--- src/wsfr_pkg.sv ---
// wsfr_pkg: shared types and constants of the websocket frame receiver
// used by the channel interfaces and by the receiver top level

package wsfr_pkg;

  // field widths of the request and result channels
  localparam int unsigned ByteW = 8;
  localparam int unsigned KindW = 3;

  typedef logic [ByteW-1:0] byte_t;
  typedef logic [KindW-1:0] kind_t;

  // result kinds
  localparam kind_t KIND_DATA  = 3'd0;
  localparam kind_t KIND_CLOSE = 3'd1;
  localparam kind_t KIND_BADOP = 3'd2;
  localparam kind_t KIND_TOOBIG = 3'd3;
  localparam kind_t KIND_EMPTY = 3'd4;

  // parser phases
  typedef logic [2:0] phase_t;
  localparam phase_t PH_FIRST   = 3'd0;
  localparam phase_t PH_SECOND  = 3'd1;
  localparam phase_t PH_EXT     = 3'd2;
  localparam phase_t PH_PAYLOAD = 3'd3;
  localparam phase_t PH_STOPPED = 3'd4;

  // length forms selected by the second header byte
  typedef logic [1:0] len_mode_t;
  localparam len_mode_t LEN_SHORT = 2'd0;
  localparam len_mode_t LEN_16    = 2'd1;
  localparam len_mode_t LEN_64    = 2'd2;

  // header constants
  localparam logic [3:0] OP_TEXT   = 4'h1;
  localparam logic [3:0] OP_CLOSE  = 4'h8;
  localparam logic [6:0] LEN7_16   = 7'd126;
  localparam logic [6:0] LEN7_64   = 7'd127;
  localparam logic [3:0] KEY_BYTES = 4'd4;
  localparam logic [3:0] HI_BYTES  = 4'd4;

endpackage

--- src/wsfr_if.sv ---
// wsfr_in_if / wsfr_out_if: valid-ready channels of the frame receiver
// depends on wsfr_pkg for the payload types

interface wsfr_in_if;
  logic             valid;
  logic             ready;
  wsfr_pkg::byte_t  rx_byte;

  modport source (output valid, output rx_byte, input ready);
  modport sink   (input valid, input rx_byte, output ready);
endinterface

interface wsfr_out_if;
  logic             valid;
  logic             ready;
  wsfr_pkg::kind_t  result_kind;
  wsfr_pkg::byte_t  payload_byte;
  logic             last_of_frame;

  modport source (output valid, output result_kind, output payload_byte,
                  output last_of_frame, input ready);
  modport sink   (input valid, input result_kind, input payload_byte,
                  input last_of_frame, output ready);
endinterface

--- src/websocket_frame_receiver_unit.sv ---
// websocket_frame_receiver_unit: frame header parser and payload unmasker
// depends on wsfr_pkg and on the channel interfaces in wsfr_if.sv
//
// Usage:
//   rx carries one received byte per request. res carries at most one result
//   per byte: an unmasked payload byte (with last_of_frame on the final byte),
//   a close report, a bad opcode report, a length-too-large report or an
//   empty-message report. Valid headers give no result but for empty frames.
//   A result is registered and shows on res the cycle after its byte is taken.
//   Throughput: one byte per cycle while res does not stall, set by the single
//   parse step between the state registers and the result register.
//   rx.ready is high while the result register is empty or being taken, so a
//   stalled receiver on res holds the result and stops rx after one result.
//   Reset (rst, synchronous) clears the parser to await a first header byte
//   and empties the result register. After a close or an error every byte
//   is taken with no result until the next reset.

module websocket_frame_receiver_unit (
  input  logic              clk,
  input  logic              rst,
  wsfr_in_if.sink           rx,
  wsfr_out_if.source        res
);

  // state registers
  wsfr_pkg::phase_t    phase, phase_next;
  logic [3:0]          header_count, header_count_next;
  wsfr_pkg::len_mode_t length_mode, length_mode_next;
  logic [31:0]         payload_remaining, payload_remaining_next;
  logic [31:0]         mask_key, mask_key_next;
  logic [1:0]          key_position, key_position_next;

  // result register
  logic                out_valid;
  wsfr_pkg::kind_t     out_kind, out_kind_next;
  wsfr_pkg::byte_t     out_byte, out_byte_next;
  logic                out_last, out_last_next;
  logic                emit;

  logic                accept;
  logic [3:0]          len_bytes;
  logic [3:0]          count_inc;
  logic [31:0]         remaining_dec;
  wsfr_pkg::byte_t     key_byte;

  assign rx.ready = !out_valid || res.ready;
  assign accept   = rx.valid && rx.ready;

  assign res.valid         = out_valid;
  assign res.result_kind   = out_kind;
  assign res.payload_byte  = out_byte;
  assign res.last_of_frame = out_last;

  // extended length bytes for the current form
  always_comb begin
    case (length_mode)
      wsfr_pkg::LEN_SHORT: len_bytes = 4'd0;
      wsfr_pkg::LEN_16:    len_bytes = 4'd2;
      default:             len_bytes = 4'd8;
    endcase
  end

  assign count_inc     = header_count + 4'd1;
  assign remaining_dec = payload_remaining - 32'd1;

  // key byte for this payload position, first key byte in the top bits
  always_comb begin
    case (key_position)
      2'd0:    key_byte = mask_key[31:24];
      2'd1:    key_byte = mask_key[23:16];
      2'd2:    key_byte = mask_key[15:8];
      default: key_byte = mask_key[7:0];
    endcase
  end

  // one parse step per accepted byte
  always_comb begin
    phase_next             = phase;
    header_count_next      = header_count;
    length_mode_next       = length_mode;
    payload_remaining_next = payload_remaining;
    mask_key_next          = mask_key;
    key_position_next      = key_position;
    emit                   = 1'b0;
    out_kind_next          = wsfr_pkg::KIND_DATA;
    out_byte_next          = '0;
    out_last_next          = 1'b0;

    case (phase)
      wsfr_pkg::PH_FIRST: begin
        if (rx.rx_byte[3:0] == wsfr_pkg::OP_CLOSE) begin
          phase_next    = wsfr_pkg::PH_STOPPED;
          emit          = 1'b1;
          out_kind_next = wsfr_pkg::KIND_CLOSE;
        end else if (rx.rx_byte[3:0] != wsfr_pkg::OP_TEXT) begin
          phase_next    = wsfr_pkg::PH_STOPPED;
          emit          = 1'b1;
          out_kind_next = wsfr_pkg::KIND_BADOP;
        end else begin
          phase_next = wsfr_pkg::PH_SECOND;
        end
      end

      wsfr_pkg::PH_SECOND: begin
        header_count_next = '0;
        mask_key_next     = '0;
        phase_next        = wsfr_pkg::PH_EXT;
        if (rx.rx_byte[6:0] == wsfr_pkg::LEN7_16) begin
          length_mode_next       = wsfr_pkg::LEN_16;
          payload_remaining_next = '0;
        end else if (rx.rx_byte[6:0] == wsfr_pkg::LEN7_64) begin
          length_mode_next       = wsfr_pkg::LEN_64;
          payload_remaining_next = '0;
        end else begin
          length_mode_next       = wsfr_pkg::LEN_SHORT;
          payload_remaining_next = {25'd0, rx.rx_byte[6:0]};
        end
      end

      wsfr_pkg::PH_EXT: begin
        header_count_next = count_inc;
        if (header_count < len_bytes) begin
          // upper half of a 64-bit length must be zero
          if (length_mode == wsfr_pkg::LEN_64 && header_count < wsfr_pkg::HI_BYTES) begin
            if (rx.rx_byte != '0) begin
              phase_next    = wsfr_pkg::PH_STOPPED;
              emit          = 1'b1;
              out_kind_next = wsfr_pkg::KIND_TOOBIG;
            end
          end else begin
            payload_remaining_next = {payload_remaining[23:0], rx.rx_byte};
          end
        end else begin
          mask_key_next = {mask_key[23:0], rx.rx_byte};
        end
        // end of header: last key byte
        if (!emit && count_inc == len_bytes + wsfr_pkg::KEY_BYTES) begin
          key_position_next = '0;
          header_count_next = '0;
          if (payload_remaining_next == '0) begin
            phase_next    = wsfr_pkg::PH_FIRST;
            emit          = 1'b1;
            out_kind_next = wsfr_pkg::KIND_EMPTY;
          end else begin
            phase_next = wsfr_pkg::PH_PAYLOAD;
          end
        end
      end

      wsfr_pkg::PH_PAYLOAD: begin
        key_position_next      = key_position + 2'd1;
        payload_remaining_next = remaining_dec;
        emit                   = 1'b1;
        out_kind_next          = wsfr_pkg::KIND_DATA;
        out_byte_next          = rx.rx_byte ^ key_byte;
        out_last_next          = (remaining_dec == '0);
        if (remaining_dec == '0) begin
          phase_next = wsfr_pkg::PH_FIRST;
        end
      end

      default: begin
        // stopped: discard
      end
    endcase
  end

  // state update on each accepted byte
  always_ff @(posedge clk) begin
    if (rst) begin
      phase             <= wsfr_pkg::PH_FIRST;
      header_count      <= '0;
      length_mode       <= wsfr_pkg::LEN_SHORT;
      payload_remaining <= '0;
      mask_key          <= '0;
      key_position      <= '0;
    end else if (accept) begin
      phase             <= phase_next;
      header_count      <= header_count_next;
      length_mode       <= length_mode_next;
      payload_remaining <= payload_remaining_next;
      mask_key          <= mask_key_next;
      key_position      <= key_position_next;
    end
  end

  // result register
  always_ff @(posedge clk) begin
    if (rst) begin
      out_valid <= 1'b0;
    end else if (accept && emit) begin
      out_valid <= 1'b1;
    end else if (res.ready) begin
      out_valid <= 1'b0;
    end
  end

  always_ff @(posedge clk) begin
    if (accept && emit) begin
      out_kind <= out_kind_next;
      out_byte <= out_byte_next;
      out_last <= out_last_next;
    end
  end

`ifndef ASSERT_OFF
  // a stopped parser stays stopped until reset
  a_stop_sticky: assert property (@(posedge clk) disable iff (rst)
    phase == wsfr_pkg::PH_STOPPED |=> phase == wsfr_pkg::PH_STOPPED)
    else $error("parser left stopped phase without reset");

  // payload phase always has bytes left to deliver
  a_payload_left: assert property (@(posedge clk) disable iff (rst)
    phase == wsfr_pkg::PH_PAYLOAD |-> payload_remaining != '0)
    else $error("payload phase with zero bytes remaining");

  // a payload byte accepted shows up as a data result next cycle
  a_payload_out: assert property (@(posedge clk) disable iff (rst)
    accept && phase == wsfr_pkg::PH_PAYLOAD |=>
      out_valid && out_kind == wsfr_pkg::KIND_DATA)
    else $error("payload byte did not produce a data result");

  // non-data results carry no byte and no end mark
  a_nondata_clean: assert property (@(posedge clk) disable iff (rst)
    out_valid && out_kind != wsfr_pkg::KIND_DATA |-> out_byte == '0 && !out_last)
    else $error("non-data result with payload fields set");

  // header count never runs past the longest header
  a_hdr_bound: assert property (@(posedge clk) disable iff (rst)
    header_count <= 4'd11)
    else $error("header count out of range");
`endif

endmodule

--- src/flat_wrapper.sv ---
// flat-port wrapper written by rule: the top's interface ports become plain ports
module websocket_frame_receiver_unit_flat 
  (clk, rst, rx_valid, rx_rx_byte, rx_ready, res_valid, res_result_kind, res_payload_byte, res_last_of_frame, res_ready);
  wsfr_in_if rx_i ();
  wsfr_out_if res_i ();
  input  logic clk;
  input  logic rst;
  input wire logic [$bits(rx_i.valid)-1:0] rx_valid;
  input wire logic [$bits(rx_i.rx_byte)-1:0] rx_rx_byte;
  output wire logic [$bits(rx_i.ready)-1:0] rx_ready;
  output wire logic [$bits(res_i.valid)-1:0] res_valid;
  output wire logic [$bits(res_i.result_kind)-1:0] res_result_kind;
  output wire logic [$bits(res_i.payload_byte)-1:0] res_payload_byte;
  output wire logic [$bits(res_i.last_of_frame)-1:0] res_last_of_frame;
  input wire logic [$bits(res_i.ready)-1:0] res_ready;
  assign rx_i.valid = rx_valid;
  assign rx_i.rx_byte = rx_rx_byte;
  assign rx_ready = rx_i.ready;
  assign res_valid = res_i.valid;
  assign res_result_kind = res_i.result_kind;
  assign res_payload_byte = res_i.payload_byte;
  assign res_last_of_frame = res_i.last_of_frame;
  assign res_i.ready = res_ready;
  websocket_frame_receiver_unit u_core (.clk(clk), .rst(rst), .rx(rx_i), .res(res_i));
endmodule
--- config.mk ---
export PLATFORM = sky130hd
export DESIGN_NAME = websocket_frame_receiver_unit_flat
export DESIGN_NICKNAME = d
export VERILOG_FILES = /design/src/wsfr_pkg.sv /design/src/wsfr_if.sv /design/src/websocket_frame_receiver_unit.sv /design/src/flat_wrapper.sv
export SDC_FILE = /design/constraint.sdc
export NUM_CORES = 1
export LEC_CHECK = 0
export BUFFER_PORTS_ARGS = -buffer_cell sky130_fd_sc_hd__buf_2
export CAP_MARGIN = 20
export CORE_MARGIN = 2
export CORE_UTILIZATION = 42
export DETAILED_ROUTE_END_ITERATION = 7
export GPL_TIMING_DRIVEN = 0
export REMOVE_ABC_BUFFERS = 1
export SLEW_MARGIN = 15
export SYNTH_ARGS = -nofsm -noshare
export SYNTH_HDL_FRONTEND = slang
export SYNTH_SLANG_ARGS = --single-unit
--- constraint.sdc ---
create_clock -name clk -period 3.8 [get_ports clk]
set_input_delay 0 -clock clk [delete_from_list [all_inputs] [get_ports clk]]
set_output_delay 0 -clock clk [all_outputs]
set_load 0.005 [all_outputs]
After elaboration in Yosys (flattened, before gate mapping) --
Cells that the tools add are included.
Operators by class: reduce and logical (&&, ||, !) cells 24, bitwise operators 1, equal/unequal tests 18, $lt $le $gt $ge 2, mux-type cells 44, add/subtract/negate cells 4
Operator list (number):
- 32-bit 2-to-1 mux | 5
- 32-bit one-hot mux with 3 select lines | 1
- 32-bit logical NOT | 2
- 32-bit one-hot mux with 2 select lines | 1
- 3-bit 2-to-1 mux | 12
- 32-bit by 1-bit subtractor with 32-bit output (second input constant) | 1
- 8-bit one-hot mux with 3 select lines | 1
- 4-bit one-hot mux with 2 select lines | 2
- 7-bit equality test (second input constant) | 2
- 2-bit 2-to-1 mux | 6
- 3-bit one-hot mux with 4 select lines | 1
- 1-bit 2-to-1 mux | 10
- 3-bit by 1-bit inequality test with 1-bit output (second input constant) | 3
- 8-bit nonzero test | 1
- 8-bit XOR | 1
- 7-bit 2-to-1 mux | 1
- 3-bit by 2-bit equality test with 1-bit output (second input constant) | 2
- 3-bit one-hot mux with 2 select lines | 1
- 2-bit AND reduction | 3
- 3-bit AND reduction | 2
- 6-bit AND reduction | 1
- 2-bit nonzero test | 3
- 4-bit by 1-bit adder with 4-bit output (second input constant) | 1
- 4-bit by 3-bit adder with 4-bit output (second input constant) | 1
- 21 further kinds | 29
Word-level totals: word-level logic and storage cells 103, bits of input ports 12, register bits 88, output and inout port bits 14

Logic depth before layout (Yosys ltp) --
word-level depth 11, depth in mapped cells 10, gate-level depth less buffers 9

Worst setup path after synthesis --
OpenSTA, ideal clock, no wires.
path kind register -> register, from register u_core.length_mode[1], to register u_core.out_last, in the netlist u_core.res.last_of_frame (enable), data required time 3.397 ns, arrival time 2.841 ns, path slack 0.556 ns, cell stages (with the launch flop) 6, path buffers 0, clock period less this slack 3.244 ns, path through dfxtp_1 or4b_4 a211oi_4 mux2i_1 nand4_1 a211oi_1
Between the ends: longest elaborated chain between the ends 10, elaborated cells between the ends (all ways) 21, classes of those cells 1 x add/sub; 1 x order compare; 3 x eq/ne; 10 x mux; 6 x reduce/logical
Ends and longest elaborated chain:
- start, declared | line websocket_frame_receiver_unit.sv:28 | wsfr_pkg::len_mode_t length_mode, length_mode_next;
- start signal, assigned | line websocket_frame_receiver_unit.sv:173 | length_mode <= wsfr_pkg::LEN_SHORT;
- start signal, assigned | line websocket_frame_receiver_unit.sv:180 | length_mode <= length_mode_next;
- 2-bit by 1-bit equality test with 1-bit output (tied with other cells) | line websocket_frame_receiver_unit.sv:56 | case (length_mode)
- 4-bit one-hot mux with 2 select lines / 1-bit logical AND (equally long branches) | line websocket_frame_receiver_unit.sv:56, websocket_frame_receiver_unit.sv:124
- 4-bit < comparator (tied with other cells) | line websocket_frame_receiver_unit.sv:122 | if (header_count < len_bytes) begin
- 32-bit 2-to-1 mux / 1-bit 2-to-1 mux (equally long branches) | line websocket_frame_receiver_unit.sv:122
- 32-bit 2-to-1 mux / 1-bit 2-to-1 mux (equally long branches) | line websocket_frame_receiver_unit.sv:89 | case (phase)
- 32-bit logical NOT / 1-bit logical NOT (equally long branches) | line websocket_frame_receiver_unit.sv:140, websocket_frame_receiver_unit.sv:137
- 1-bit 2-to-1 mux / 1-bit logical AND (equally long branches) | line websocket_frame_receiver_unit.sv:140, websocket_frame_receiver_unit.sv:137
- 1-bit 2-to-1 mux * | line websocket_frame_receiver_unit.sv:137 | if (!emit && count_inc == len_bytes + wsfr_pkg::KEY_BYTES) begin
- 1-bit one-hot mux with 3 select lines * | line websocket_frame_receiver_unit.sv:89
- 1-bit logical AND * | line websocket_frame_receiver_unit.sv:199 | if (accept && emit) begin
- end signal, assigned | line websocket_frame_receiver_unit.sv:202 | out_last <= out_last_next;
- end, declared | line websocket_frame_receiver_unit.sv:37 | logic out_last, out_last_next;
Every way passes the cells marked *; elsewhere a longest branch is shown, timed or not. The select of a mux whose other input is x is not followed. A chain may end at the register's enable or synchronous reset.

Final worst setup path --
from register u_core.payload_remaining[1], to register u_core.out_last, in the netlist u_core.res.last_of_frame (data pin)
Between the ends: longest elaborated chain between the ends 2
Ends and longest elaborated chain:
- start, declared | line websocket_frame_receiver_unit.sv:29 | logic [31:0] payload_remaining, payload_remaining_next;
- start signal, assigned | line websocket_frame_receiver_unit.sv:181 | payload_remaining <= payload_remaining_next;
- 32-bit by 1-bit subtractor with 32-bit output | line websocket_frame_receiver_unit.sv:64 | assign remaining_dec = payload_remaining - 32'd1;
- 32-bit logical NOT | line websocket_frame_receiver_unit.sv:156 | out_last_next = (remaining_dec == '0);
Every way passes these cells.

==> impl_metrics.csv <==
group,metric,value,unit
timing,setup_viol,0,
layout,layout_common_cells,"nand2_1 (93), dfxtp_1 (76), a21oi_1 (75)",
synthesis,yosysTopAreaCell,"dfxtp_1",
drt,vias_per_cell,6.07,
synthesis,syn_area_per_cell,7.61,um^2
drt,totalWireLength,15.2,mm
power,pwr-share-clk,36.0,%
clocking,cts_max_level,3,
drt,wl_per_cell,17.6,um
placement,place_congestion,0.871,
power,powerDensity,452,nW/um^2
clocking,clock_path_buffers,2,
drt,num_vias,5254,
drt,final_antenna_net_count,0,
setup_path,path_max_fanout,6,
power,p_switching,0.000882,W
global_route,grt-ovfl-total,0,
clocking,cts_tree,"done",
placement,dpl-instance-area,5520,um^2
synthesis,ys_types,72,
clocking,cts_buffers,9,
die,fp.dieW,117,um
timing,period_share,92.5,%
timing,hold_slack,24.8,ps
setup_path,critical_path_arrival,3740,ps
global_route,track_usage,23.2,%
power,p_int,0.00180,W
power,vdd_ir_drop_max,0.198,mV
layout,nFillCells,1280,
job,drv_cap,0,
die,io_pins,26,
clocking,cts-root-buf,"clkbuf_16",
placement,portBuffers,25,
timing,grt_setup_unrepaired,"false",
clocking,cts.repair.resized,0,
die,die_area,13600,um^2
setup_path,criticalPathCategory,"reg2reg",
layout,antenna_cells,0,
clocking,clock_latency,350,ps
placement,dp_cells,839,
layout,final_design_area_no_fill,5940,um^2
power,p_comb_share,25.6,%
timing,period_needed,3520,ps
drt,drc_errors,0,
synthesis,synth_top_cell_area_share,28.5,%
synthesis,synth_area_leaders,"dfxtp_1 (29%), a21oi_1 (7.0%), edfxtp_1 (6.8%), nand2_1 (6.5%), nor2_1 (5.0%)",
synthesis,synthesis.area,5340,um^2
synthesis,synth_edf_count,12,
power,total_power,0.00269,W
timing,worst_pin_slew,1080,ps
setup_path,endpoint_kind,"flop",
die,start_util,42.6,%
setup_path,cp.required,4030,ps
timing,relSlewSlack,27.0,%
global_route,grt_pass1_vias,4659,
drt,drtIter0Drc,697,
synthesis,ys_seq_elements,88,
synthesis,postSynthCellCount,701,
layout,final_core_util,47.4,%
layout,layout_commonest_cell,"nand2_1",
worst_hold_path,worstHoldPathType,"in2reg",
drt,drt-pass1-iter-count,6,
status,outcome,"finished, final reports clean",
setup_path,crit_path_start_kind,"flop",
clocking,path_clk_slew,70,ps
layout,final_cells,866,
die,die_y,117,um
die,core,12500,um^2
die,rows,41,
global_route,grt_pass1_wl,24.8,mm
power,power_frac_seq,38.4,%
synthesis,synth_flop_cell,"dfxtp_1",
timing,fmax,284,MHz
timing,skew,12.7,ps
layout,syn_to_final_growth,11.3,%
global_route,grt_max_degree,77,
synthesis,async_flop_share,0,%
timing,hold_violations,0,
layout,nets,709,
synthesis,synth_seq_area_share,35.3,%
power,sw_frac_of_total,32.8,%
global_route,antenna_found_initial,0,
timing,finalMaxSlewViolations,0,
synthesis,ys_warn_count,0,
power,p_leak,2.00,nW
clocking,cts.sinks,88,
layout,drive_above_1_share,10.1,%
placement,hpwlAfterDp,10.2,mm
## cells by family (layout without fill, tap and decap cells)
| logic type | after synthesis | in the layout | synth area share, % |
|---|---|---|---|
| and+or+nand+nor | 306 | 306 | 28.0 |
| AOI/OAI and AO/OA | 193 | 193 | 23.7 |
| DFF | 88 | 88 | 35.3 |
| buffers and inverters | 75 | 68 | 5.79 |
| xor gates and xnor gates | 23 | 23 | 3.78 |
| adders and majority gates | 8 | 8 | 1.88 |
| muxes | 8 | 8 | 1.55 |
## cells in the mapped netlist (4+ instances only)
cell type	count
a211oi_1	4
a21o_1	4
a21oi_1	75
a221oi_1	4
a222oi_1	9
a22oi_1	9
buf_2	6
clkbuf_1	53
dfxtp_1	76
edfxtp_1	12
ha_1	8
inv_1	11
mux2i_1	6
nand2_1	93
nand2b_1	6
nand3_1	45
nand4_1	7
nor2_1	71
nor2b_1	7
nor3_1	24
nor4_1	15
o21ai_0	37
o31ai_1	8
or2_2	4
or3_1	6
xnor2_1	16
xor2_1	7
## final cells by class
type	instances	area [um^2]	share of cell area, %
Clock buffer	10	229	3.86
Clock inverter	6	91.3	1.54
Inverter	11	41.3	0.695
Multi-Input combinational cell	538	3190	53.6
Sequential cell	88	1880	31.7
Tap cell	172	215	3.62
Timing Repair Buffer	41	294	4.95
## stage by stage
step                worst slack [ps]  setup TNS, ps
floorplan                        302              0
global route                     105              0
global placement               -1010         -14560
detailed placement               200              0
finish                           284              0
CTS                              166              0
## path summary, 6_finish.rpt
kind | startpoint | depth (start not counted) | slack, ps | to
max reg2reg | u_core.payload_remaining[1] | 9 | 280 | u_core.res.last_of_frame
min | res_ready | 3 | 20 | u_core.res.valid
min reg2reg | u_core.mask_key[24] | 2 | 450 | u_core.mask_key[24]
max | u_core.payload_remaining[1] | 9 | 280 | u_core.res.last_of_frame
## metal layers
| metal | track usage [%] | wire (um) | vias up |
|---|---|---|---|
| li1 | - | - | 2522 |
| met1 | 32.8 | 7030 | 2491 |
| met2 | 35.0 | 6910 | 210 |
| met3 | 4.10 | 964 | 31 |
| met4 | 9.18 | 335 | 0 |
| met5 | 0 | 0 | - |
## what timing repair did
| item | 4_1_cts | 5_1_grt |
|---|---|---|
| endpoints found under the setup margin | 0 | 8 |
| setup buffers | 0 | 3 |
| hold endpoints to repair | 9 | 0 |
| hold buffers | 8 | 0 |
## worst max-delay path, cell delays in order, from the launching register on
cell and delay (ps):
dfxtp_1 380, inv_1 130, ha_1 250, nor3b_1 600, nand4_1 420, nor4_1 520, xor2_1 160, a2111oi_0 450
and4_1 320, and2_1 160
## sequential cells by signal (all words and copies together), names as in the netlist
signal,flops
u_core.length_mode,2
u_core.header_count,4
u_core.res.last_of_frame,1
u_core.payload_remaining,32
u_core.mask_key,32
u_core.key_position,2
u_core.res.valid,1
u_core.res.result_kind,3
u_core.res.payload_byte,8
u_core.phase,3
## power by group through the flow
stage	Sequential, W	Clock (W)	Combinational (W)
finish	0.00103	0.000967	0.000688
global route	0.00104	0.00103	0.000747
CTS	0.00103	0.000983	0.000652
detailed placement	0.00105	0	0.000642
global placement	0.00105	0	0.000601
floorplan	0.00104	0	0.000426
No activity file was read; power rests on OpenSTA's default activity.
